--- config.mk ---
export PLATFORM = sky130hd
export DESIGN_NAME = square_part_splitter
export DESIGN_NICKNAME = d
export VERILOG_FILES = /design/src/rtl/sps_pkg.sv /design/src/rtl/square_part_splitter.sv /design/src/rtl/sps_div.sv
export SDC_FILE = /design/constraint.sdc
export NUM_CORES = 2
export LEC_CHECK = 0
export BUFFER_PORTS_ARGS = -buffer_cell sky130_fd_sc_hd__buf_2
export CAP_MARGIN = 20
export CORE_MARGIN = 1.5
export CORE_UTILIZATION = 45
export CTS_CLUSTER_DIAMETER = 100
export DETAILED_ROUTE_END_ITERATION = 6
export MAX_ROUTING_LAYER = met4
export SYNTH_ARGS = -nofsm -noshare
export SYNTH_HDL_FRONTEND = slang
export SYNTH_SLANG_ARGS = --single-unit
--- constraint.sdc ---
create_clock -name i_clk -period 13.7 [get_ports i_clk]
set_input_delay 2.055 -clock i_clk [delete_from_list [all_inputs] [get_ports i_clk]]
set_output_delay 2.055 -clock i_clk [all_outputs]
set_load 0.1 [all_outputs]
--- src/rtl/sps_pkg.sv ---
// Shared widths, limits and types for the square part splitter.
`timescale 1ns / 1ps

package sps_pkg;

    localparam int VALUE_W = 40;
    localparam int OUT_W   = 20;
    localparam int CNT_W   = $clog2(VALUE_W);

    localparam logic [VALUE_W-1:0] SPLIT_LIMIT = 40'd1000000000000;

    typedef struct packed {
        logic [VALUE_W-1:0] quot;
        logic [VALUE_W-1:0] rem;
    } t_div_res;

endpackage

--- src/rtl/square_part_splitter.sv ---
// Top level: trial-division sequencer around a shared divider and multiplier.
`timescale 1ns / 1ps
// Splits i_value as o_outside_part^2 * o_inside_part, o_inside_part square-free.
// Input channel: an item is taken at a rising edge with start high and busy low.
// For values that go to trial division, busy stays high from then until the result strobe.
// Output channel: o_valid is high for exactly one cycle with the result fields;
// the receiver cannot stall, so the result must be captured in that cycle.
// Values above 10^12 come back with o_accepted low and both parts zero, and
// zero comes back as outside 0, inside 1; both answer in the cycle after start.
// Other values run trial division over 2 and then the odd numbers from 3 up, through
// one 40-bit restoring divider at one quotient bit per cycle. One division
// tests each divisor, plus one per factor removed; the loop ends once the
// divisor exceeds the quotient. A final division of the input by outside^2
// yields the inside part. Items are handled one at a time: start is taken
// only while busy is low.
// Reset (synchronous, active low) returns the sequencer to idle and drops any
// item in flight; no result is produced for it.
module square_part_splitter (
    input  logic                         i_clk,
    input  logic                         i_rst_n,
    input  logic                         start,
    input  logic [sps_pkg::VALUE_W-1:0]  i_value,
    output logic                         busy,
    output logic                         o_valid,
    output logic                         o_accepted,
    output logic [sps_pkg::OUT_W-1:0]    o_outside_part,
    output logic [sps_pkg::VALUE_W-1:0]  o_inside_part
);
    import sps_pkg::*;

    typedef enum logic [3:0] {
        S_IDLE = 4'b0001,
        S_DIV  = 4'b0010,
        S_SQ   = 4'b0100,
        S_FIN  = 4'b1000
    } t_state;

    t_state             r_state, n_state;
    logic [VALUE_W-1:0] r_value, n_value;
    logic [VALUE_W-1:0] r_rest, n_rest;
    logic [OUT_W-1:0]   r_outer, n_outer;
    logic [OUT_W-1:0]   r_d, n_d;
    logic               r_par, n_par;
    logic               r_strip, n_strip;
    logic               r_go, n_go;
    logic [VALUE_W-1:0] r_dvd, n_dvd;
    logic [VALUE_W-1:0] r_dvs, n_dvs;
    logic               r_valid, n_valid;
    logic               r_acc, n_acc;
    logic [OUT_W-1:0]   r_out, n_out;
    logic [VALUE_W-1:0] r_in, n_in;

    logic               div_done;
    t_div_res           div_res;
    logic [OUT_W-1:0]   mul_b;
    logic [VALUE_W-1:0] prod;
    logic [OUT_W-1:0]   d_next;

    sps_div u_div (
        .i_clk      (i_clk),
        .i_rst_n    (i_rst_n),
        .i_go       (r_go),
        .i_dividend (r_dvd),
        .i_divisor  (r_dvs),
        .o_done     (div_done),
        .o_res      (div_res)
    );

    assign mul_b  = (r_state == S_SQ) ? r_outer : r_d;
    assign prod   = VALUE_W'(r_outer) * VALUE_W'(mul_b);
    assign d_next = (r_d == OUT_W'(2)) ? OUT_W'(3) : r_d + OUT_W'(2);

    always_comb begin
        n_state = r_state;
        n_value = r_value;
        n_rest  = r_rest;
        n_outer = r_outer;
        n_d     = r_d;
        n_par   = r_par;
        n_strip = r_strip;
        n_go    = 1'b0;
        n_dvd   = r_dvd;
        n_dvs   = r_dvs;
        n_valid = 1'b0;
        n_acc   = r_acc;
        n_out   = r_out;
        n_in    = r_in;
        unique case (r_state)
            S_IDLE: begin
                if (start) begin
                    if (i_value > SPLIT_LIMIT) begin
                        n_valid = 1'b1;
                        n_acc   = 1'b0;
                        n_out   = '0;
                        n_in    = '0;
                    end else if (i_value == '0) begin
                        n_valid = 1'b1;
                        n_acc   = 1'b1;
                        n_out   = '0;
                        n_in    = VALUE_W'(1);
                    end else begin
                        n_value = i_value;
                        n_rest  = i_value;
                        n_outer = OUT_W'(1);
                        n_d     = OUT_W'(2);
                        n_par   = 1'b0;
                        n_strip = 1'b0;
                        n_dvd   = i_value;
                        n_dvs   = VALUE_W'(2);
                        n_go    = 1'b1;
                        n_state = S_DIV;
                    end
                end
            end
            S_DIV: begin
                if (div_done) begin
                    if (!r_strip && ({{(VALUE_W-OUT_W){1'b0}}, r_d} > div_res.quot)) begin
                        n_state = S_SQ;
                    end else if (div_res.rem == '0) begin
                        n_rest  = div_res.quot;
                        if (r_par) begin
                            n_outer = prod[OUT_W-1:0];
                        end
                        n_par   = ~r_par;
                        n_strip = 1'b1;
                        n_dvd   = div_res.quot;
                        n_dvs   = {{(VALUE_W-OUT_W){1'b0}}, r_d};
                        n_go    = 1'b1;
                    end else begin
                        n_d     = d_next;
                        n_par   = 1'b0;
                        n_strip = 1'b0;
                        n_dvd   = r_rest;
                        n_dvs   = {{(VALUE_W-OUT_W){1'b0}}, d_next};
                        n_go    = 1'b1;
                    end
                end
            end
            S_SQ: begin
                n_dvd   = r_value;
                n_dvs   = prod;
                n_go    = 1'b1;
                n_state = S_FIN;
            end
            S_FIN: begin
                if (div_done) begin
                    n_valid = 1'b1;
                    n_acc   = 1'b1;
                    n_out   = r_outer;
                    n_in    = div_res.quot;
                    n_state = S_IDLE;
                end
            end
            default: begin
                n_state = S_IDLE;
            end
        endcase
    end

    always_ff @(posedge i_clk) begin
        if (!i_rst_n) begin
            r_state <= S_IDLE;
            r_go    <= 1'b0;
            r_valid <= 1'b0;
        end else begin
            r_state <= n_state;
            r_go    <= n_go;
            r_valid <= n_valid;
        end
        r_value <= n_value;
        r_rest  <= n_rest;
        r_outer <= n_outer;
        r_d     <= n_d;
        r_par   <= n_par;
        r_strip <= n_strip;
        r_dvd   <= n_dvd;
        r_dvs   <= n_dvs;
        r_acc   <= n_acc;
        r_out   <= n_out;
        r_in    <= n_in;
    end

    assign busy           = (r_state != S_IDLE);
    assign o_valid        = r_valid;
    assign o_accepted     = r_acc;
    assign o_outside_part = r_out;
    assign o_inside_part  = r_in;

`ifndef NO_ASSERTIONS
    a_reject_zero: assert property (@(posedge i_clk) disable iff (!i_rst_n)
        o_valid && !o_accepted |-> o_outside_part == '0 && o_inside_part == '0)
        else $error("rejected item carries nonzero parts");

    a_outer_zero_only_for_zero: assert property (@(posedge i_clk) disable iff (!i_rst_n)
        o_valid && o_accepted && o_outside_part == '0 |-> o_inside_part == VALUE_W'(1))
        else $error("zero outside part with inside part other than one");

    a_reject_next: assert property (@(posedge i_clk) disable iff (!i_rst_n)
        start && !busy && i_value > SPLIT_LIMIT |=> o_valid && !o_accepted)
        else $error("oversized item not rejected in the next cycle");

    a_div_only_busy: assert property (@(posedge i_clk) disable iff (!i_rst_n)
        div_done |-> r_state == S_DIV || r_state == S_FIN)
        else $error("division finished outside a waiting state");
`endif

endmodule

--- src/rtl/sps_div.sv ---
// Restoring divider, one quotient bit per cycle.
`timescale 1ns / 1ps

module sps_div (
    input  logic                         i_clk,
    input  logic                         i_rst_n,
    input  logic                         i_go,
    input  logic [sps_pkg::VALUE_W-1:0]  i_dividend,
    input  logic [sps_pkg::VALUE_W-1:0]  i_divisor,
    output logic                         o_done,
    output sps_pkg::t_div_res            o_res
);
    import sps_pkg::*;

    logic               r_run;
    logic               r_done;
    logic [CNT_W-1:0]   r_cnt;
    logic [VALUE_W-1:0] r_rem;
    logic [VALUE_W-1:0] r_quo;
    logic [VALUE_W-1:0] r_dvs;

    logic [VALUE_W:0]   shifted;
    logic [VALUE_W:0]   diff;
    logic               fits;

    assign shifted = {r_rem, r_quo[VALUE_W-1]};
    assign diff    = shifted - {1'b0, r_dvs};
    assign fits    = (shifted >= {1'b0, r_dvs});

    always_ff @(posedge i_clk) begin
        if (!i_rst_n) begin
            r_run  <= 1'b0;
            r_done <= 1'b0;
            r_cnt  <= '0;
        end else begin
            r_done <= 1'b0;
            if (i_go) begin
                r_run <= 1'b1;
                r_cnt <= '0;
                r_rem <= '0;
                r_quo <= i_dividend;
                r_dvs <= i_divisor;
            end else if (r_run) begin
                r_rem <= fits ? diff[VALUE_W-1:0] : shifted[VALUE_W-1:0];
                r_quo <= {r_quo[VALUE_W-2:0], fits};
                r_cnt <= r_cnt + CNT_W'(1);
                if (r_cnt == CNT_W'(VALUE_W - 1)) begin
                    r_run  <= 1'b0;
                    r_done <= 1'b1;
                end
            end
        end
    end

    assign o_done     = r_done;
    assign o_res.quot = r_quo;
    assign o_res.rem  = r_rem;

endmodule

==> summary.md <==
| Metric | Value |
|---|---|
| Result of the run | `complete, no violations` |
| TritonCTS clock tree | `built` |
| Synth Instances | `about 3,100` |
| Clock buffer depth | `3` |
| Syn-to-layout area delta | `9.511%` |
| GPL Wtd Cong | `0.8882` |
| Core Region | `71,730 µm²` |
| Reg2Reg Setup Slack | `4.99 ns` |
| Worst slew margin | `27.18%` |
| Number of synthesized register bits | `397` |
| Initial antenna violation count | `3` |
| # nets final | `about 3,800` |
| Period utilisation layout | `between 60% and 70%` |
| CTS Sinks | `a little under 400` |
| F_max | `114.7 MHz` |
| # rows | `98` |
| WL/cell | `around 20 µm` |
| Sequential area share after synthesis | `36.04%` |
| Hold depth | `0` |
| Post-CTS Hold Fix Bufs | `0` |
| Dpl ws | `about 5 ns` |
| Ys async rst share | `0%` |
| Slowest CP cell | `buf_4` |
| Startpoint types | `flop` |
| Slew Limit Fails | `0` |
| Global Route Usage Sum | `23.62%` |
| Clock slew seen by the registers of the worst setup and hold paths | `0.06 ns` |
| Synth unique cells | `82` |
| Fin worst setup slack | `4.985 ns` |
| Worst Tran Pin Value | `1.092 ns` |
| Clk_lat worst skew | `roughly 0.6 ns` |
| Max FO, Critical Path | `58` |
| Syn avg cell area | `10.41 µm²` |
| Worst EP required | `14.02 ns` |
| Fillcell total | `6,549` |
| DRC violations left | `0` |
| Cells on worst reg2reg path | `27` |
| RSZ-0062 raised after global routing | `false` |
| H-Tree Depth | `2` |
| Synth Net Count | `3,715` |
| Critical Path Max Stage Delay | `0.67 ns` |
| PostCTS Resize Cnt | `0` |
| Most area-consuming cells after synthesis | `edfxtp_1, fa_1, ha_1` |
| Post-synth top area cell | `edfxtp_1` |
| Die width | `272.5 µm` |
| IO buf count | `105` |
| Min-Delay Path Class | `flop to flop` |
| Synth Cell Area | `32,690 µm²` |
| Crit path arrival time | `9.03 ns` |
| Clock Tree Root | `clkbuf_16` |
| Num CTS Buffers | `45` |
| Post-CTS Setup Repair Bufs | `0` |
| Die area | `74,270 µm²` |
| Crit Path Category | `flop to flop` |
| Die Y | `272.5 µm` |
| Starting Density | `45.57%` |
| Ys flop type | `edfxtp_1` |
| Pre-Repair DR Iteration Count | `6` |
| Yosys warning count | `0` |
| Max Cap Violations | `0` |
| Antenna Violating Nets Remaining | `0` |
| EDFF count, synth | `383` |
| Final Hold Viols | `0` |
| Vias per cell | `between 5 and 6` |
| Final instance area | `35,800 µm²` |
| Largest net degree at the start of global routing | `79` |
| Crit end category | `flop` |
| Final Critical Period | `~8.7 ns` |
| Yosys top cell area share | `35.18%` |
| Layout cells sized above 1 | `9.015%` |
| GRT overflow | `0` |
| # IOs | `106` |
| Global-route wire length before repair | `132,900 µm` |
| Placed cell areas | `34,230 µm²` |
| Fin Setup TNS | `0 ns` |
| Crit path top cell by count | `fa_1` |
| Post-DP HPWL | `61,410 µm` |
| DR iter-0 viols | `1,753` |
| Final setup fails | `0` |
| Final Skew | `0.04866 ns` |
| Number of global-route vias before repair | `23,390` |
| Via Count | `22,790` |
| Final wirelength | `84,510 µm` |
critical path, delay by kind of cell (launching register included):
kind	cells	cell delay [ns]
compound gates	8	1.94
buf+inv	5	0.91
simple gates	5	1.37
xor+xnor	1	0.17
flops	1	0.45
fa+ha+maj	8	3.56
sequential cells by signal, indices dropped and copies added, names as in the netlist, 40 cells and up:
name           flops
u_div.r_rem       40
r_dvs             40
r_rest            40
u_div.r_dvs       40
r_value           40
r_dvd             40
u_div.r_quo       40
o_inside_part     40
area by class of cell:
type	instances	area (µm²)	share of cell area [%]
multi-input cells	2168	18810	52.53
flip-flops and latches	397	11790	32.92
inverters	420	1577	4.404
well taps	950	1189	3.320
clock buffers	48	1137	3.177
repair buffers	150	890.9	2.488
clock inverters	34	411.6	1.150
diodes	2	5.005	0.01398
cells by family (layout without fill, tap and decap cells):
group,count (synthesis),in the layout,synth area share [%]
flops,397,397,36.04
simple gates,994,994,14.86
compound gates,487,487,10.23
buf+inv,574,652,6.698
xor+xnor,101,101,2.706
other cells,0,2,0
fa+ha+maj,533,533,27.77
mux,53,53,1.699
routing by layer:
layer | up-vias | GRT usage [%] | share of wire, %
met2 | 736 | 35.71 | 45
li1 | 10590 | - | -
met4 | 0 | 7.047 | 2.7
met3 | 143 | 3.945 | 6.3
met1 | 11320 | 32.72 | 46
met5 | - | - | 0
synthesized netlist by cell type (all sizes together), types with 19 or more instances:
master	count
o21ai	90
nand3	20
nand2b	22
xnor2	54
nor4	30
nor3	21
nor2	164
and2	202
xor2	47
nor2b	66
mux2i	33
nand4	29
edfxtp	383
a21oi	139
mux2	20
inv	420
clkbuf	135
a21o	85
ha	212
o21a	30
fa	321
buf	19
nand2	386
a221o	42
cells in the final DEF (no fill, tap or decap), drive strengths merged, types with 14 or more instances in the layout:
cell type | netlist | routed
a21o | 85 | 85
a21oi | 139 | 139
a221o | 42 | 42
and2 | 202 | 202
and3 | 18 | 18
buf | 19 | 150
clkbuf | 135 | 48
clkinv | 0 | 15
dfxtp | 14 | 14
edfxtp | 383 | 383
fa | 321 | 321
ha | 212 | 212
inv | 420 | 424
mux2 | 20 | 20
mux2i | 33 | 33
nand2 | 386 | 386
nand2b | 22 | 22
nand3 | 20 | 20
nand4 | 29 | 29
nor2 | 164 | 164
nor2b | 66 | 66
nor3 | 21 | 21
nor4 | 30 | 30
o21a | 30 | 30
o21ai | 90 | 90
o22ai | 18 | 18
xnor2 | 54 | 54
xor2 | 47 | 47
worst paths after layout:
| kind | startpoint | endpoint |
|---|---|---|
| worst max-delay path | r_state[2] | r_dvs[35] |
| worst min-delay path | r_dvs[12] | u_div.r_dvs[12] |
| worst max register to register | r_state[2] | r_dvs[35] |
| worst min register to register | r_dvs[12] | u_div.r_dvs[12] |
stage by stage:
stage	util (%)	std cells	hold slack [ns]
2_1_floorplan	-	3139	0.4003
6_report	49.91	4169	0.3896
4_1_cts	49.88	4166	0.3855
5_1_grt	49.91	4168	0.4137
3_5_place_dp	47.72	4084	0.4054
3_3_place_gp	47.68	4083	0.4040
Power is not shown: default switching activity piles up to over one toggle a cycle in this logic, so the estimate is an artifact.
